## src/rtl/fbfl_pkg.sv

```systemverilog
// shared types, constants and helpers of the free-list allocator
`default_nettype none

package fbfl_pkg;

  localparam int unsigned NumBlocks = 256;
  localparam int unsigned IdxW      = $clog2(NumBlocks);
  localparam int unsigned LinkW     = IdxW + 1;

  typedef logic [IdxW-1:0]  idx_t;
  typedef logic [LinkW-1:0] link_t;

  localparam link_t LinkNull = link_t'(NumBlocks);

  typedef enum logic [1:0] {
    KIND_ALLOC = 2'd0,
    KIND_PUSH  = 2'd1,
    KIND_ORD   = 2'd2
  } kind_e;

  typedef struct packed {
    logic  we;
    idx_t  addr;
    link_t data;
  } link_wr_t;

  // link held by an entry that was never written
  function automatic link_t link_reset(idx_t a);
    link_t r;
    if (a == idx_t'(NumBlocks - 1)) begin
      r = LinkNull;
    end else begin
      r = link_t'(a) + link_t'(1);
    end
    return r;
  endfunction

endpackage

`default_nettype wire

```

## src/rtl/fbfl_link_mem.sv

```systemverilog
// next-link memory with per-entry written bits and registered read
`default_nettype none

module fbfl_link_mem (
  input  wire logic              clk_i,
  input  wire logic              rst_ni,
  input  wire fbfl_pkg::link_wr_t wr_i,
  input  wire fbfl_pkg::idx_t    rd_addr_i,
  output      fbfl_pkg::link_t   rd_data_o
);

  fbfl_pkg::link_t mem [fbfl_pkg::NumBlocks];
  logic [fbfl_pkg::NumBlocks-1:0] written_q;
  fbfl_pkg::link_t rd_q;
  logic            rd_written_q;
  fbfl_pkg::idx_t  rd_addr_q;

  always_ff @(posedge clk_i or negedge rst_ni) begin
    if (!rst_ni) begin
      written_q <= '0;
    end else if (wr_i.we) begin
      written_q[wr_i.addr] <= 1'b1;
    end
  end

  always_ff @(posedge clk_i) begin
    if (wr_i.we) begin
      mem[wr_i.addr] <= wr_i.data;
    end
    rd_q         <= mem[rd_addr_i];
    rd_written_q <= written_q[rd_addr_i];
    rd_addr_q    <= rd_addr_i;
  end

  assign rd_data_o = rd_written_q ? rd_q : fbfl_pkg::link_reset(rd_addr_q);

endmodule

`default_nettype wire

```

## src/rtl/fbfl_ctrl.sv

```systemverilog
// request sequencer: head, free bits, shared index compare, result register
`default_nettype none

module fbfl_ctrl (
  input  wire logic               clk_i,
  input  wire logic               rst_ni,
  input  wire logic               in_valid_i,
  output      logic               in_ready_o,
  input  wire logic [1:0]         kind_i,
  input  wire fbfl_pkg::idx_t     block_index_i,
  output      logic               out_valid_o,
  input  wire logic               out_ready_i,
  output      fbfl_pkg::idx_t     granted_index_o,
  output      logic               granted_o,
  output      logic               now_empty_o,
  output      fbfl_pkg::link_wr_t link_wr_o,
  output      fbfl_pkg::idx_t     link_rd_addr_o,
  input  wire fbfl_pkg::link_t    link_rd_data_i
);

  typedef enum logic [2:0] {
    S_IDLE,
    S_ALLOC,
    S_PUSH,
    S_ORD,
    S_WALK,
    S_LINK,
    S_RESP
  } state_e;

  state_e state_q, state_d;
  fbfl_pkg::idx_t  idx_q, idx_d;
  fbfl_pkg::link_t head_q, head_d;
  fbfl_pkg::link_t cur_q, cur_d;
  logic [fbfl_pkg::NumBlocks-1:0] free_q, free_d;
  logic            free_hit_q, free_hit_d;
  logic            res_grant_q, res_grant_d;
  fbfl_pkg::idx_t  res_idx_q, res_idx_d;
  logic            out_valid_q, out_valid_d;
  fbfl_pkg::idx_t  out_idx_q, out_idx_d;
  logic            out_grant_q, out_grant_d;
  logic            out_empty_q, out_empty_d;

  fbfl_pkg::link_t cmp_b;
  logic            idx_lt;
  logic            head_null;

  // shared compare unit
  assign cmp_b     = (state_q == S_WALK) ? link_rd_data_i : head_q;
  assign idx_lt    = {1'b0, idx_q} < cmp_b;
  assign head_null = (head_q == fbfl_pkg::LinkNull);

  always_comb begin
    state_d        = state_q;
    idx_d          = idx_q;
    head_d         = head_q;
    cur_d          = cur_q;
    free_d         = free_q;
    free_hit_d     = free_hit_q;
    res_grant_d    = res_grant_q;
    res_idx_d      = res_idx_q;
    out_valid_d    = out_valid_q && !out_ready_i;
    out_idx_d      = out_idx_q;
    out_grant_d    = out_grant_q;
    out_empty_d    = out_empty_q;
    link_wr_o      = '0;
    link_rd_addr_o = head_q[fbfl_pkg::IdxW-1:0];

    case (state_q)
      S_IDLE: begin
        if (in_valid_i) begin
          idx_d       = block_index_i;
          free_hit_d  = free_q[block_index_i];
          res_grant_d = 1'b0;
          res_idx_d   = '0;
          case (kind_i)
            fbfl_pkg::KIND_ALLOC: state_d = S_ALLOC;
            fbfl_pkg::KIND_PUSH:  state_d = S_PUSH;
            fbfl_pkg::KIND_ORD:   state_d = S_ORD;
            default:              state_d = S_RESP;
          endcase
        end
      end
      S_ALLOC: begin
        if (!head_null) begin
          res_grant_d = 1'b1;
          res_idx_d   = head_q[fbfl_pkg::IdxW-1:0];
          free_d[head_q[fbfl_pkg::IdxW-1:0]] = 1'b0;
          head_d      = link_rd_data_i;
        end
        state_d = S_RESP;
      end
      S_PUSH: begin
        if (!free_hit_q) begin
          link_wr_o.we   = 1'b1;
          link_wr_o.addr = idx_q;
          link_wr_o.data = head_q;
          head_d         = {1'b0, idx_q};
          free_d[idx_q]  = 1'b1;
        end
        state_d = S_RESP;
      end
      S_ORD: begin
        if (free_hit_q) begin
          state_d = S_RESP;
        end else if (idx_lt) begin
          state_d = S_PUSH;
        end else begin
          cur_d   = head_q;
          state_d = S_WALK;
        end
      end
      S_WALK: begin
        if (idx_lt) begin
          link_wr_o.we   = 1'b1;
          link_wr_o.addr = idx_q;
          link_wr_o.data = link_rd_data_i;
          state_d        = S_LINK;
        end else begin
          cur_d          = link_rd_data_i;
          link_rd_addr_o = link_rd_data_i[fbfl_pkg::IdxW-1:0];
        end
      end
      S_LINK: begin
        link_wr_o.we   = 1'b1;
        link_wr_o.addr = cur_q[fbfl_pkg::IdxW-1:0];
        link_wr_o.data = {1'b0, idx_q};
        free_d[idx_q]  = 1'b1;
        state_d        = S_RESP;
      end
      S_RESP: begin
        if (!out_valid_q || out_ready_i) begin
          out_valid_d = 1'b1;
          out_idx_d   = res_idx_q;
          out_grant_d = res_grant_q;
          out_empty_d = head_null;
          state_d     = S_IDLE;
        end
      end
      default: state_d = S_IDLE;
    endcase
  end

  always_ff @(posedge clk_i or negedge rst_ni) begin
    if (!rst_ni) begin
      state_q     <= S_IDLE;
      head_q      <= '0;
      free_q      <= '1;
      out_valid_q <= 1'b0;
    end else begin
      state_q     <= state_d;
      head_q      <= head_d;
      free_q      <= free_d;
      out_valid_q <= out_valid_d;
    end
  end

  always_ff @(posedge clk_i) begin
    idx_q       <= idx_d;
    cur_q       <= cur_d;
    free_hit_q  <= free_hit_d;
    res_grant_q <= res_grant_d;
    res_idx_q   <= res_idx_d;
    out_idx_q   <= out_idx_d;
    out_grant_q <= out_grant_d;
    out_empty_q <= out_empty_d;
  end

  assign in_ready_o      = (state_q == S_IDLE);
  assign out_valid_o     = out_valid_q;
  assign granted_index_o = out_idx_q;
  assign granted_o       = out_grant_q;
  assign now_empty_o     = out_empty_q;

endmodule

`default_nettype wire

```

## src/rtl/fixed_block_free_list_allocator_unit.sv

```systemverilog
// top level of the fixed-block free-list allocator
//
//   channel  direction  fields
//   in       sink       kind_i, block_index_i
//   out      source     granted_index_o, granted_o, now_empty_o
//
// allocate and release at head: S_ALLOC or S_PUSH, then S_RESP registers the result
// ordered release: S_ORD, then S_PUSH at the head or S_WALK per link walked and S_LINK
// ordered release of a block already free: S_ORD, then S_RESP; unused kind: S_RESP alone
// one transaction in flight; in_ready_o is low from acceptance until the result is queued
// a result stalled at the output holds the sequencer only in its last step
// no clearing pass after reset: unwritten link entries read their reset value
`default_nettype none

module fixed_block_free_list_allocator_unit (
  input  wire logic       clk_i,
  input  wire logic       rst_ni,
  input  wire logic       in_valid_i,
  output      logic       in_ready_o,
  input  wire logic [1:0] kind_i,
  input  wire logic [7:0] block_index_i,
  output      logic       out_valid_o,
  input  wire logic       out_ready_i,
  output      logic [7:0] granted_index_o,
  output      logic       granted_o,
  output      logic       now_empty_o
);

  fbfl_pkg::link_wr_t link_wr;
  fbfl_pkg::idx_t     link_rd_addr;
  fbfl_pkg::link_t    link_rd_data;

  fbfl_ctrl u_ctrl (
    .clk_i          (clk_i),
    .rst_ni         (rst_ni),
    .in_valid_i     (in_valid_i),
    .in_ready_o     (in_ready_o),
    .kind_i         (kind_i),
    .block_index_i  (block_index_i),
    .out_valid_o    (out_valid_o),
    .out_ready_i    (out_ready_i),
    .granted_index_o(granted_index_o),
    .granted_o      (granted_o),
    .now_empty_o    (now_empty_o),
    .link_wr_o      (link_wr),
    .link_rd_addr_o (link_rd_addr),
    .link_rd_data_i (link_rd_data)
  );

  fbfl_link_mem u_link_mem (
    .clk_i    (clk_i),
    .rst_ni   (rst_ni),
    .wr_i     (link_wr),
    .rd_addr_i(link_rd_addr),
    .rd_data_o(link_rd_data)
  );

endmodule

`default_nettype wire

```

## config.mk

```make
export PLATFORM = sky130hd
export DESIGN_NAME = fixed_block_free_list_allocator_unit
export DESIGN_NICKNAME = d
export VERILOG_FILES = /design/src/rtl/fbfl_pkg.sv /design/src/rtl/fbfl_link_mem.sv /design/src/rtl/fbfl_ctrl.sv /design/src/rtl/fixed_block_free_list_allocator_unit.sv
export SDC_FILE = /design/constraint.sdc
export NUM_CORES = 2
export LEC_CHECK = 0
export BUFFER_PORTS_ARGS = -buffer_cell sky130_fd_sc_hd__buf_2
export CAP_MARGIN = 20
export CORE_MARGIN = 10
export CORE_UTILIZATION = 55
export CTS_CLUSTER_DIAMETER = 30
export DETAILED_ROUTE_END_ITERATION = 10
export GPL_ROUTABILITY_DRIVEN = 1
export PLACE_DENSITY = 0.7
export SYNTH_ARGS = -nofsm -noshare
export SYNTH_HDL_FRONTEND = slang
export SYNTH_HIERARCHICAL = 1
export SYNTH_SLANG_ARGS = --single-unit
```

## constraint.sdc

```tcl
create_clock -name clk_i -period 16.72 [get_ports clk_i]
set_input_delay 1.672 -clock clk_i [delete_from_list [all_inputs] [get_ports clk_i]]
set_output_delay 1.672 -clock clk_i [all_outputs]
set_load 0.05 [all_outputs]
```

# After elaboration in Yosys (flattened, before gate mapping)
# Memories as Yosys holds them, arrays and structs flattened. A register that Yosys moved wholly into a read port is not among the register bits.
# Cells that the tools add are included.
dict set report word_totals {
  ff_bits 570
  ram_bits 2304
  input_bits 14
  out_inout_bits 12
  word_cells 114
  memories 1
}
dict set report classes {
  n_addsub 1
  order_cmp 9
  eq_ne 18
  muxes 45
  bitwise 4
  n_reduce_logical 21
}
# memory words word_bits rd rd_clocked_by_memory_dff write_ports line
set memory_table {}
lappend memory_table {u_link_mem.mem 256 9 1 1 1 fbfl_link_mem.sv:12} ;# fbfl_pkg::link_t mem [fbfl_pkg::NumBlocks];
# cell n
set op_table {}
lappend op_table {{case mux 256 bit (3 select lines)} 1}
lappend op_table {{two-way mux 256 bit} 2}
lappend op_table {{bitwise OR 256 bit} 2}
lappend op_table {{AND 256 bit} 1}
lappend op_table {{NOT 256 bit} 1}
lappend op_table {{two-way mux 8 bit} 7}
lappend op_table {{case mux 18 bit (3 select lines)} 1}
lappend op_table {{< comparator 8 x 9 -> 1 bit (second input constant)} 5}
lappend op_table {{two-way mux 9 bit} 5}
lappend op_table {{two-way mux 18 bit} 2}
lappend op_table {{case mux 8 bit (2 select lines)} 2}
lappend op_table {{demux 1 bit (select 8 bit)} 3}
lappend op_table {{>= comparator 8 x 1 -> 1 bit (second input constant)} 3}
lappend op_table {{case mux 9 bit (2 select lines)} 1}
lappend op_table {{binary-select mux 1 bit (select 8 bit)} 2}
lappend op_table {{two-way mux 3 bit} 5}
lappend op_table {{case mux 3 bit (5 select lines)} 1}
lappend op_table {{!= test 2 bit (second input constant)} 6}
lappend op_table {{AND reduction 3 bit} 4}
lappend op_table {{two-way mux 1 bit} 11}
lappend op_table {{adder 8 x 1 -> 9 bit (second input constant)} 1}
lappend op_table {{equality test 3 bit (second input constant)} 3}
lappend op_table {{equality test 9 bit (second input constant)} 1}
lappend op_table {{< comparator 8 x 9 -> 1 bit} 1}
lappend op_table {{other kinds (18)} 27}

# Logic depth before layout (Yosys ltp)
dict set report depth {
  depth_word 12
  depth_mapped 25
  ltp_nobuf 18
}

# Cells and area by module
# The synthesis kept the hierarchy.
# module instances cells_per_inst area_each_um2 seq_area_each_um2
set modules_own_cells {}
lappend modules_own_cells {fbfl_link_mem 1 4834 100511.4 75952.8}
lappend modules_own_cells {fbfl_ctrl 1 1369 14831.7 8132.8}

# Worst setup path after synthesis
# OpenSTA, ideal clock, no wires.
dict set report synth_path {
  path_type {register to register}
  start {register u_link_mem.rd_addr_q[0]}
  end {memory u_link_mem/mem[0][1] (netlist bit) (data pin)}
  setup_time_ns 0.821
  arrival_ns 5.755
  required_time_ns 15.899
  slack_ns 10.144
  path_stages_with_launch 15
  path_buffers 1
  period_less_slack_ns 6.576
  cell_sequence {dfxtp_1 ha_1 and3_1 a31oi_1 inv_1 o21ai_0 mux2i_1 ha_1 a21oi_1 nor2b_1 o311a_1 o21ai_1 buf_2 nand3_1 nand2_1}
}
# element line
set synth_rtl {}
lappend synth_rtl {{start, declared} fbfl_link_mem.sv:16} ;# fbfl_pkg::idx_t rd_addr_q;
lappend synth_rtl {{start signal, assigned} fbfl_link_mem.sv:32} ;# rd_addr_q <= rd_addr_i;
lappend synth_rtl {{end, declared} fbfl_link_mem.sv:12}

# Worst setup path in the final report
dict set report layout_path {
  start {register u_link_mem.rd_addr_q[0]}
  end {register u_link_mem.rd_q[4], read port of u_link_mem.mem}
}
dict set report layout_between {
  elab_chain_len 7
  elab_cells_between_ends 8
  classes_between {add/sub: 1; order compare: 1; eq/ne: 1; mux: 5}
}
# element line
set layout_rtl {}
lappend layout_rtl {{adder 8 x 1 -> 9 bit / equality test 8 bit (equally long branches)} {fbfl_pkg.sv:33, fbfl_pkg.sv:30}}
lappend layout_rtl {{two-way mux 9 bit *} fbfl_pkg.sv:30} ;# if (a == idx_t'(NumBlocks - 1)) begin
lappend layout_rtl {{two-way mux 9 bit *} fbfl_link_mem.sv:35} ;# assign rd_data_o = rd_written_q ? rd_q : fbfl_pkg::link_reset(rd_addr_q);
lappend layout_rtl {{net link_rd_data[3]} fixed_block_free_list_allocator_unit.sv:31} ;# fbfl_pkg::link_t link_rd_data;
lappend layout_rtl {{two-way mux 9 bit *} fbfl_ctrl.sv:49} ;# assign cmp_b = (state_q == S_WALK) ? link_rd_data_i : head_q;
lappend layout_rtl {{< comparator 8 x 9 -> 1 bit *} fbfl_ctrl.sv:50} ;# assign idx_lt = {1'b0, idx_q} < cmp_b;
lappend layout_rtl {{two-way mux 8 bit *} fbfl_ctrl.sv:114} ;# if (idx_lt) begin
lappend layout_rtl {{two-way mux 8 bit *} fbfl_ctrl.sv:69} ;# case (state_q)
lappend layout_rtl {{net link_rd_addr[0]} fixed_block_free_list_allocator_unit.sv:30} ;# fbfl_pkg::idx_t link_rd_addr;
lappend layout_rtl {{end, declared} fbfl_link_mem.sv:14} ;# fbfl_pkg::link_t rd_q;
# The timed path passes the listed nets; every way through them passes the cells marked *.
# A chain may end at the register's enable or synchronous reset.

==> summary.txt <==
Run status
  – Status: finished clean

Drt
  – Vias per cell: 6.65
  – Detailed Routing Iterations Pass 1: 6
  – DR vias: 65400
  – Residual DRC: 0
  – WL/cell: 31.8 um
  – Routed WL: 313000 um
  – Post-route ant nets: 0
  – Iter 0 DRT Violations: 9521

Yosys
  – Most used DFF post-synth: edfxtp_1
  – Synth warn: 6
  – Seq/Total Area, Yosys: 72.9%
  – Mapped Nets: 6225
  – Cells after Synth: 6203
  – Seq cells post-synth: 2883
  – Post-synth EDFFs: 2340
  – Mean post-synth cell area: 18.6 um2
  – Synthesized area: 115000 um2
  – Synth cell types: 82
  – Asr flop ratio synth: 18.2%

Die
  – Rows: 168
  – DIE WIDTH: 478 um
  – Initial Util: 55.1%
  – IO Pins: 26
  – Die height: 478 um
  – Core ar.: 209000 um2
  – Die ar.: 228000 um2

Cells and area
  – Final net count: 6647
  – Number of fill cells in the layout: 13400
  – Most frequent cells in the layout: edfxtp_1, mux4_2, o21ai_0
  – Final core occ: 65.3%
  – Layout area overhead: 18.4%
  – Commonest non-fill, non-tap cell in the layout: edfxtp_1
  – Share of cells above drive strength 1: 32.6%

Placement
  – Number of buffers added on ports: 25
  – DPL Wire Length: 179000 um
  – Routability congestion estimate: 0.911

Timing
  – Final slew viol count: 0
  – Final period demand of the worst path: 9100 ps
  – Tcrit/Tclk final: 54.4%
  – Clock skew: 60.7 ps
  – Final hold violations: 0
  – Slew HR: 16.0%
  – Slew @ Worst Pin: 1250 ps
  – Fmax achieved: 110 MHz
  – RSZ-0062 raised after global routing: false
  – Setup TNS: 0 ps
  – # setup viols final: 0

Hold path
  – Worst Hold Class: reg -> reg

Critical path
  – Most used cell along the critical path: buf_4
  – Startpoint Class: flop
  – Maximum fanout along the worst path: 102
  – CP peak stage delay: 820 ps
  – Crit path buf inv count: 5
  – CP arrival: 9880 ps
  – Crit-path cells: ha_1, and3_1, a31oi_1, inv_1, o21ai_0, mux2i_1, ha_1, a21oi_1, nor2b_1, o311a_1, o21ai_1, buf_4, mux2_8, buf_12, buf_4, buf_4, mux4_1, mux4_2, a22o_1, a211oi_1, nor4_1
  – WP data required: 17500 ps
  – Worst path slowest cell: buf_4
  – Worst Setup Path Type: reg -> reg
  – CP top delay family: buffers and inverters
  – Worst setup EP type: flop

GRT
  – Initial antenna violation count: 15
  – Largest net degree at the start of global routing: 197
  – Vias in the first global route: 65800
  – Global Route Usage Sum: 26.9%
  – Overflow after GRT: 0
  – First-pass GRT wire length: 457000 um

Clock tree
  – Post-CTS Setup Repair Bufs: 0
  – Clock sink total: 2883
  – CTS Buf Count: 530
  – CTS tree: done
  – Clock Latency Late Sink: 960 ps
  – Worst-path clk slew: 50 ps
  – H-tree depth: 6
  – Max Root-Sink Buffers: 4
  – CTS root buf: clkbuf_16
  – Post-CTS Hold Buffers: 0
  – PostCTS Resize Cnt: 0

Power and ir drop
  – PD cells: 193 nW/um2
  – Leakage power total: 47.5 nW
  – VDD IR max: 0.000180 V

Run
  – # Max-Cap Violations: 0
==> per-layer routing <==
metal / up-vias / routed length [um] / GRT usage, %
met4: 10 / 14000 / 11.6
met3: 806 / 36400 / 6.86
li1: 26000 / - / -
met1: 34200 / 118000 / 37.7
met5: - / 114 / 0
met2: 4455 / 144000 / 40.5
==> stage by stage <==
stage                     area [um2]  setup slack [ps]  hold WS [ps]  instances  power [mW]
after CTS                     136000              7690           425       9796        26.3
after global placement        118000              7840           404       8821        15.6
after global routing          137000              6970           434       9832        27.1
after floorplan               115000             10140           400       6203        13.7
final                         137000              7620           421       9837        26.3
after detailed placement      119000              7740           405       8863        15.7
==> Yosys cell counts (15+ instances only) <==
library cell  instances  area, um2
a22o_1               47        412
nor2b_1              48        300
a211oi_1             40        300
nor2_1              315       1180
buf_6                35        394
nor4_1               18        113
nand3_1              65        325
a22oi_1              59        443
buf_4                39        293
clkbuf_1            168        631
nand2_1             133        499
mux4_1               40       1050
buf_2                89        445
or2_2               261       1630
buf_1                15       56.3
nand2b_1             16        100
buf_8                16        240
mux2i_1             266       2660
buf_12               16        320
o221ai_1             48        420
o21ai_0             550       2750
a221oi_1             21        184
dfxtp_1              18        360
and2_1               18        113
o22ai_1              72        450
mux4_2              597      13400
dfstp_2             256       6730
edfxtp_1           2340      70300
nor3_1               41        205
dfrtp_1             269       6730
mux2_2               37        417
a21oi_1              64        320
==> logic make-up (layout without fill, tap and decap cells) <==
group | Yosys count | in the layout | share of synthesized area (%)
adder cells (fa/ha/maj) | 8 | 8 | 0.0868
AND/OR/NAND/NOR | 972 | 972 | 4.25
flip-flops | 2883 | 2883 | 72.9
AO/OA/AOI/OAI | 993 | 993 | 5.29
other | 0 | 6 | 0
XOR/XNOR | 5 | 5 | 0.0380
multiplexers | 941 | 941 | 15.2
buffers and inverters | 401 | 1224 | 2.19
==> worst paths after layout <==
kind	slack [ps]	to	startpoint	cells past startpoint
setup / recovery	7620	u_link_mem/rd_q[4]	u_link_mem/rd_addr_q[0]	21
hold / removal	420	u_ctrl/granted_index_o[3]	u_ctrl/res_idx_q[3]	0
setup reg to reg	7620	u_link_mem/rd_q[4]	u_link_mem/rd_addr_q[0]	21
hold reg to reg	420	u_ctrl/granted_index_o[3]	u_ctrl/res_idx_q[3]	0
max in group asynchronous	13570	u_link_mem/written_q[193]	rst_ni	3
min in group asynchronous	880	u_link_mem/written_q[1]	rst_ni	1
==> worst reg2reg max path, stage by stage (launching register included) <==
cell	delay, ps
dfxtp_1	330
ha_1	240
and3_1	210
a31oi_1	280
inv_1	120
o21ai_0	500
mux2i_1	200
ha_1	350
a21oi_1	140
nor2b_1	60
o311a_1	300
o21ai_1	480
buf_4	290
mux2_8	770
buf_12	730
buf_4	990
buf_4	750
mux4_1	680
mux4_2	490
a22o_1	250
a211oi_1	680
nor4_1	120
==> cell type report <==
| cell class | count | area, um2 | area share, % |
|---|---|---|---|
| flip-flops and latches | 2883 | 84100 | 61.6 |
| well taps | 2805 | 3510 | 2.57 |
| clock inverters | 295 | 3410 | 2.50 |
| diodes | 6 | 15.0 | 0.0110 |
| repair buffers | 276 | 2350 | 1.72 |
| inverters | 15 | 56.3 | 0.0412 |
| clock buffers | 638 | 14300 | 10.5 |
| multi-input cells | 2919 | 28900 | 21.2 |
==> report_power, final <==
part / switching (mW) / total [mW] / internal [mW] / leakage [nW]
Clock: 3.55 / 10.6 / 7.01 / 8.53
Sequential: 0.174 / 8.88 / 8.71 / 28.0
Combinational: 4.45 / 6.89 / 2.45 / 10.9
==> sequential cells by signal, summed over array words and instances, names as in the netlist, 3 cells and up <==
name / count
u_ctrl/cur_q: 8
u_link_mem/rd_addr_q: 8
u_ctrl/granted_index_o: 8
u_link_mem/mem: 2304
u_link_mem/rd_q: 9
u_ctrl/state_q: 3
u_ctrl/free_q: 256
u_ctrl/res_idx_q: 8
u_ctrl/head_q: 9
u_link_mem/written_q: 256
u_ctrl/idx_q: 8
Power figures use the tool's default switching activity.
